<file path="config.mk">
export PLATFORM = sky130hd
export DESIGN_NAME = lpht_dpath
export DESIGN_NICKNAME = d
export VERILOG_FILES = /design/src/rtl/lpht_pkg.sv /design/src/rtl/lpht_ram.sv /design/src/rtl/lpht_dpath.sv
export SDC_FILE = /design/constraint.sdc
export NUM_CORES = 1
export LEC_CHECK = 0
export ABC_AREA = 1
export BUFFER_PORTS_ARGS = -buffer_cell sky130_fd_sc_hd__buf_2
export CAP_MARGIN = 25
export CORE_MARGIN = 2
export CORE_UTILIZATION = 43
export CTS_CLUSTER_SIZE = 20
export DETAILED_ROUTE_END_ITERATION = 8
export HOLD_SLACK_MARGIN = 0.05
export SYNTH_ARGS = -nofsm -noshare
export SYNTH_HDL_FRONTEND = slang
export SYNTH_HIERARCHICAL = 1
export SYNTH_SLANG_ARGS = --single-unit
</file>
<file path="constraint.sdc">
create_clock -name clk_i -period 2.48 [get_ports clk_i]
set_input_delay 0.124 -clock clk_i [delete_from_list [all_inputs] [get_ports clk_i]]
set_output_delay 0.124 -clock clk_i [all_outputs]
set_load 0.05 [all_outputs]
</file>
<file path="src/rtl/lpht_pkg.sv">
package lpht_pkg;

  // Table geometry
  localparam int TABLE_SLOTS = 16;
  localparam int SLOT_W      = $clog2(TABLE_SLOTS);
  localparam int CNT_W       = $clog2(TABLE_SLOTS + 1);
  localparam int KEY_W       = 8;
  localparam int INDEX_W     = 4;
  localparam int KEY_VALUES  = 1 << KEY_W;

  // Operation codes
  localparam logic OP_INSERT = 1'b0;
  localparam logic OP_SEARCH = 1'b1;

  typedef enum logic {
    ST_IDLE,
    ST_PROBE
  } lpht_state_e;

  // Controller to datapath
  typedef struct packed {
    logic load;    // capture the new transaction
    logic probe;   // step the probe sequence
    logic finish;  // register the result
  } lpht_cmd_t;

  // Datapath to controller
  typedef struct packed {
    logic hit;
    logic miss;
  } lpht_sts_t;

  typedef logic [SLOT_W-1:0] home_lut_t [KEY_VALUES];

  // Home slot of every key, worked out at elaboration
  function automatic home_lut_t build_home_lut();
    home_lut_t lut;
    for (int i = 0; i < KEY_VALUES; i++) begin
      lut[i] = SLOT_W'(i % TABLE_SLOTS);
    end
    return lut;
  endfunction

  localparam home_lut_t HOME_LUT = build_home_lut();

  // Keep the low bits of a slot number for the result field
  function automatic logic [INDEX_W-1:0] to_index(input logic [SLOT_W-1:0] slot);
    logic [SLOT_W+INDEX_W-1:0] wide;
    wide = {{INDEX_W{1'b0}}, slot};
    return wide[INDEX_W-1:0];
  endfunction

endpackage

</file>
<file path="src/rtl/lpht_ram.sv">
module lpht_ram #(
  parameter int WIDTH = 8,
  parameter int DEPTH = 16
) (
  input  logic                     clk_i,
  input  logic                     we_i,
  input  logic [$clog2(DEPTH)-1:0] waddr_i,
  input  logic [WIDTH-1:0]         wdata_i,
  input  logic [$clog2(DEPTH)-1:0] raddr_i,
  output logic [WIDTH-1:0]         rdata_o
);

  logic [WIDTH-1:0] mem_q [DEPTH];
  logic [WIDTH-1:0] rdata_q;

  // Write one entry, read one entry registered
  always_ff @(posedge clk_i) begin
    if (we_i) begin
      mem_q[waddr_i] <= wdata_i;
    end
    rdata_q <= mem_q[raddr_i];
  end

  assign rdata_o = rdata_q;

endmodule

</file>
<file path="src/rtl/lpht_dpath.sv">
module lpht_dpath
  import lpht_pkg::*;
(
  input  logic               clk_i,
  input  logic               rst_ni,
  input  lpht_cmd_t          cmd_i,
  input  logic               operation_i,
  input  logic [KEY_W-1:0]   key_i,
  output lpht_sts_t          sts_o,
  output logic               done_o,
  output logic               success_o,
  output logic [INDEX_W-1:0] slot_index_o
);

  logic               op_q;
  logic [KEY_W-1:0]   key_q;
  logic [SLOT_W-1:0]  addr_q, addr_d;
  logic [CNT_W-1:0]   cnt_q;
  logic               chk_vld_q;
  logic               chk_last_q;
  logic               chk_used_q;
  logic [SLOT_W-1:0]  chk_addr_q;
  logic [TABLE_SLOTS-1:0] used_q;
  logic               done_q;
  logic               success_q;
  logic [INDEX_W-1:0] slot_q;

  logic               issue;
  logic               last_probe;
  logic               key_match;
  logic               ins_hit;
  logic               ins_miss;
  logic               srch_hit;
  logic               srch_miss;
  logic               ram_we;
  logic [KEY_W-1:0]   rdata;

  // Probe sequence: next slot with wrap
  assign addr_d     = (addr_q == SLOT_W'(TABLE_SLOTS - 1)) ? '0 : addr_q + 1'b1;
  assign issue      = cmd_i.probe && (cnt_q < CNT_W'(TABLE_SLOTS));
  assign last_probe = (cnt_q == CNT_W'(TABLE_SLOTS - 1));

  // Insert decides on the slot's used bit in the issue cycle
  assign ins_hit  = cmd_i.probe && (op_q == OP_INSERT) && issue && !used_q[addr_q];
  assign ins_miss = cmd_i.probe && (op_q == OP_INSERT) && issue && used_q[addr_q]
                    && last_probe;

  // Search decides in the cycle after the issue, on the stored key
  assign key_match = (rdata == key_q);
  assign srch_hit  = cmd_i.probe && (op_q == OP_SEARCH) && chk_vld_q && chk_used_q
                     && key_match;
  assign srch_miss = cmd_i.probe && (op_q == OP_SEARCH) && chk_vld_q && chk_last_q
                     && !(chk_used_q && key_match);

  assign sts_o.hit  = ins_hit || srch_hit;
  assign sts_o.miss = ins_miss || srch_miss;

  assign ram_we = ins_hit;

  lpht_ram #(
    .WIDTH (KEY_W),
    .DEPTH (TABLE_SLOTS)
  ) u_key_ram (
    .clk_i   (clk_i),
    .we_i    (ram_we),
    .waddr_i (addr_q),
    .wdata_i (key_q),
    .raddr_i (addr_q),
    .rdata_o (rdata)
  );

  // Capture the transaction and step the probe
  always_ff @(posedge clk_i) begin
    if (cmd_i.load) begin
      op_q   <= operation_i;
      key_q  <= key_i;
      addr_q <= HOME_LUT[key_i];
      cnt_q  <= '0;
    end else if (issue) begin
      addr_q <= addr_d;
      cnt_q  <= cnt_q + 1'b1;
    end
    chk_addr_q <= addr_q;
    chk_used_q <= used_q[addr_q];
    chk_last_q <= last_probe;
  end

  // Track the read in flight
  always_ff @(posedge clk_i or negedge rst_ni) begin
    if (!rst_ni) begin
      chk_vld_q <= 1'b0;
    end else begin
      chk_vld_q <= issue && (op_q == OP_SEARCH);
    end
  end

  // Mark slots taken by inserts
  always_ff @(posedge clk_i or negedge rst_ni) begin
    if (!rst_ni) begin
      used_q <= '0;
    end else if (ins_hit) begin
      used_q[addr_q] <= 1'b1;
    end
  end

  // Result strobe
  always_ff @(posedge clk_i or negedge rst_ni) begin
    if (!rst_ni) begin
      done_q <= 1'b0;
    end else begin
      done_q <= cmd_i.finish;
    end
  end

  // Result payload
  always_ff @(posedge clk_i) begin
    if (cmd_i.finish) begin
      success_q <= sts_o.hit;
      if (ins_hit) begin
        slot_q <= to_index(addr_q);
      end else if (srch_hit) begin
        slot_q <= to_index(chk_addr_q);
      end else begin
        slot_q <= '0;
      end
    end
  end

  assign done_o       = done_q;
  assign success_o    = success_q;
  assign slot_index_o = slot_q;

endmodule

</file>
==> load_flow_metrics.sql <==
INSERT INTO impl_metrics (metric_group, metric, value, unit) VALUES
('die', 'starting_density_of_the_core', '44.2', '%'),
('drt', 'vias_per_cell', '4.94', ''),
('synth', 'syn-mean-instance-area', '9.77', 'um2'),
('synth', 'yosys_warnings', '6', ''),
('global_route', 'globalRouteTotalUtil', '19.5', '%'),
('clock_tree', 'tritoncts', 'done', ''),
('placed_design', 'place_worst_setup_slack', '0.246', 'ns'),
('clock_tree', 'root_buffer_cell', 'clkbuf_16', ''),
('drt', 'antenna_violating_nets_post_route', '0', ''),
('cells_and_area', 'finalCoreUtilization', '50.5', '%'),
('sta', 'worst_slew_pin_slew', '0.582', 'ns'),
('cells_and_area', 'num_antenna_cells', '0', ''),
('sta', 'rsz0062_at_grt', 'false', ''),
('synth', 'synthesis.nets', '838', ''),
('synth', 'netlist_area', '7990', 'um2'),
('sta', 'hold_viol', '0', ''),
('synth', 'synth_largest_area_cell', 'edfxtp_1', ''),
('global_route', 'number_of_global_route_vias_before_repair', '5259', ''),
('die', 'die-height', '140', 'um'),
('sta', 'final.setup.tns', '0', 'ns'),
('critical_path', 'cp-start-kind', 'flip-flop', ''),
('synth', 'synthMostInstantiatedCell', 'nand2_1', ''),
('synth', 'synth.top_cell.area_share', '54.9', '%'),
('clock_tree', 'clock_insertion_delay_worst_skew', '0.43', 'ns'),
('critical_path', 'worst-path-max-fanout', '7', ''),
('clock_tree', 'cts_htree_levels', '4', ''),
('clock_tree', 'clkTransAtPathRegs', '0.07', 'ns'),
('global_route', 'gr-usage-met1', '28.9', '%'),
('cells_and_area', 'design.final.nets', '893', ''),
('power', 'power_density', '777', 'nW/um2'),
('power', 'p_leak', '4.03', 'nW'),
('synth', 'post_synthesis_register_bit_count', '183', ''),
('sta', 'highest_achievable_clock_rate', '0.433', 'GHz'),
('global_route', 'first_pass_grt_wire_length', '28900', 'um'),
('sta', 'layout_min_cycle_time', '2.31', 'ns'),
('placed_design', 'place_hpwl', '11900', 'um'),
('job', 'drv.max_cap_violation_count', '0', ''),
('sta', 'maxSlewHeadroom', '61.2', '%'),
('sta', 'layout_worst_path_cycle_share', '93.2', '%'),
('drt', 'via_count', '5511', ''),
('global_route', 'global_route.usage.met2', '29.0', '%'),
('global_route', 'largest_net_degree_at_the_start_of_global_routing', '55', ''),
('cells_and_area', 'layout-area-overhead-vs-synth', '14.3', '%'),
('synth', 'yosysSeqAreaShare', '65.2', '%'),
('sta', 'drv_slew', '0', ''),
('die', 'full_die_area', '19700', 'um2'),
('synth', 'post_synth_most_frequent_cells', 'nand2_1 (242), edfxtp_1 (146), inv_1 (143)', ''),
('critical_path', 'crit_path_max_incr_delay', '0.56', 'ns'),
('critical_path', 'setup.worst_path.end_class', 'output port', ''),
('synth', 'synthesis.instances', '818', ''),
('drt', 'wire_per_inst', '16.2', 'um'),
('drt', 'drt_wl_total', '18100', 'um'),
('synth', 'synth_cell_type_count', '26', ''),
('placed_design', 'gp_congestion', '0.850', ''),
('run_status', 'status', 'finished, final reports clean', ''),
('sta', 'setup_slack', '0.169', 'ns'),
('cells_and_area', 'layout-drive-gt1-share', '10.5', '%'),
('die', 'die_w', '140', 'um'),
('drt', 'post-route-drc-count', '0', ''),
('synth', 'synth_top_flop_cell', 'edfxtp_1', ''),
('critical_path', 'crit_required', '2.36', 'ns'),
('clock_tree', 'cts-root-to-sink-buffers', '2', ''),
('synth', 'synth-edff-count', '146', ''),
('die', 'pin_count', '22', ''),
('synth', 'post_synth_main_area_contributors', 'edfxtp_1 (55%), nand2_1 (11%), nand3_1 (8.1%), inv_1 (6.7%), dfrtp_1 (5.6%)', ''),
('sta', 'final_setup_violation_count', '0', ''),
('critical_path', 'critical-path-slowest-cell', 'edfxtp_1', ''),
('critical_path', 'cp_cell_sequence', 'nand2_1, o21ai_0, nor2_1, nand2_1, nor2_2, nand3_1, nand2_1, buf_2', ''),
('power', 'max-vdd-ir-drop', '0.473', 'mV'),
('critical_path', 'cp_common_cell', 'nand2_1', ''),
('die', 'floorplan.rows', '49', '');
-- cells by family (layout without fill, tap and decap cells) --
kind of cell / count (synthesis) / count (layout) / share of synthesized area (%)
AO/OA/AOI/OAI: 11 / 11 / 0.783
XOR/XNOR: 6 / 6 / 0.658
adder cells (fa/ha/maj): 6 / 6 / 0.939
buffers and inverters: 178 / 246 / 9.60
flip-flops: 183 / 183 / 65.2
AND/OR/NAND/NOR: 434 / 434 / 22.8
-- where the power goes --
part / total [W] / leakage (nW) / internal [W] / switching [W]
sequential: 0.00351 / 1.66 / 0.00344 / 0.0000639
combinational: 0.000948 / 2.10 / 0.000272 / 0.000676
clock: 0.00264 / 0.277 / 0.00149 / 0.00115
total: 0.00710 / 4.03 / 0.00520 / 0.00189
-- cells in the final DEF, fill, tap and decap left out, types with 2 or more instances in the layout --
master	Yosys	routed
buf_2	16	21
buf_4	5	34
bufinv_16	0	2
clkbuf_16	0	17
clkinv_1	0	2
clkinv_2	0	2
clkinv_4	0	3
clkinvlp_4	0	2
dfrtp_1	18	18
dfxtp_1	19	19
dlygate4sd3_1	0	11
edfxtp_1	146	146
ha_1	6	6
inv_1	143	143
inv_2	4	4
inv_6	0	2
nand2_1	242	242
nand3_1	130	130
nand3b_1	2	2
nand4_1	4	4
nor2_1	53	52
o21ai_0	7	7
xnor2_1	3	3
xor2_1	3	3
-- path summary, 6_finish.rpt --
path | end | slack, ns | cells past startpoint | start
min | cnt_q[4]$_SDFFE_PP0N_ | 0.07 | 5 | cmd_i[1]
max | sts_o[1] | 0.17 | 8 | key_q[3]$_DFFE_PP_
max reg2reg | u_key_ram/mem_q[12][4]$_DFFE_PP_ | 0.18 | 11 | addr_q[1]$_DFFE_PP_
min in group asynchronous | used_q[5]$_DFFE_PN0P_ | 0.16 | 2 | rst_ni
max in group asynchronous | used_q[12]$_DFFE_PN0P_ | 2.05 | 2 | rst_ni
min reg2reg | used_q[3]$_DFFE_PN0P_ | 0.46 | 2 | used_q[3]$_DFFE_PN0P_
-- area by class of cell --
type                       instances  area [um2]
tap                              229         287
clock buffer                      17         425
timing repair buffer              67         490
inverter                         147         552
sequential                       183        5220
clock inverter                    15         153
multi-input combinational        457        2010
fill                            1626        8950
-- routing by layer --
metal | wire length, um | vias up
met5 | 0 | -
met4 | 288 | 0
met3 | 1290 | 25
met2 | 7910 | 200
met1 | 8610 | 2568
li1 | - | 2718
-- registers in the layout (all words and copies together), names as in the netlist --
name and flops:
u_key_ram/mem_q 128, chk_used_q 1, addr_q 4, used_q 16
chk_last_q 1, key_q 8, cnt_q 5, success_o 1
chk_vld_q 1, slot_index_o 4, op_q 1, done_o 1
u_key_ram/rdata_o 8, chk_addr_q 4
-- per-stage QoR --
stage	cell area (um2)	total power (W)	hold slack, ns
6_report	9140	0.00710	0.0691
5_1_grt	9140	0.00740	0.0855
4_1_cts	9130	0.00713	0.0540
3_5_place_dp	8440	0.00450	0.0761
3_3_place_gp	8440	0.00449	0.0689
2_1_floorplan	7990	0.00421	-0.172
-- worst max-delay path, delay by kind of cell, from the launching register on --
family          cells  cell delay (ns)
flops               1             0.56
buf+inv             1             0.28
simple gates        6             0.84
compound gates      1             0.08
-- what timing repair did --
| action | CTS | global route |
|---|---|---|
| endpoints found under the setup margin | 0 | 2 |
| buffers inserted | 0 | 1 |
| hold buffers | 11 | 0 |
| gates resized for setup | 0 | 1 |
| endpoints found under the hold margin | 37 | 0 |
(Power assumes the default switching activity.)
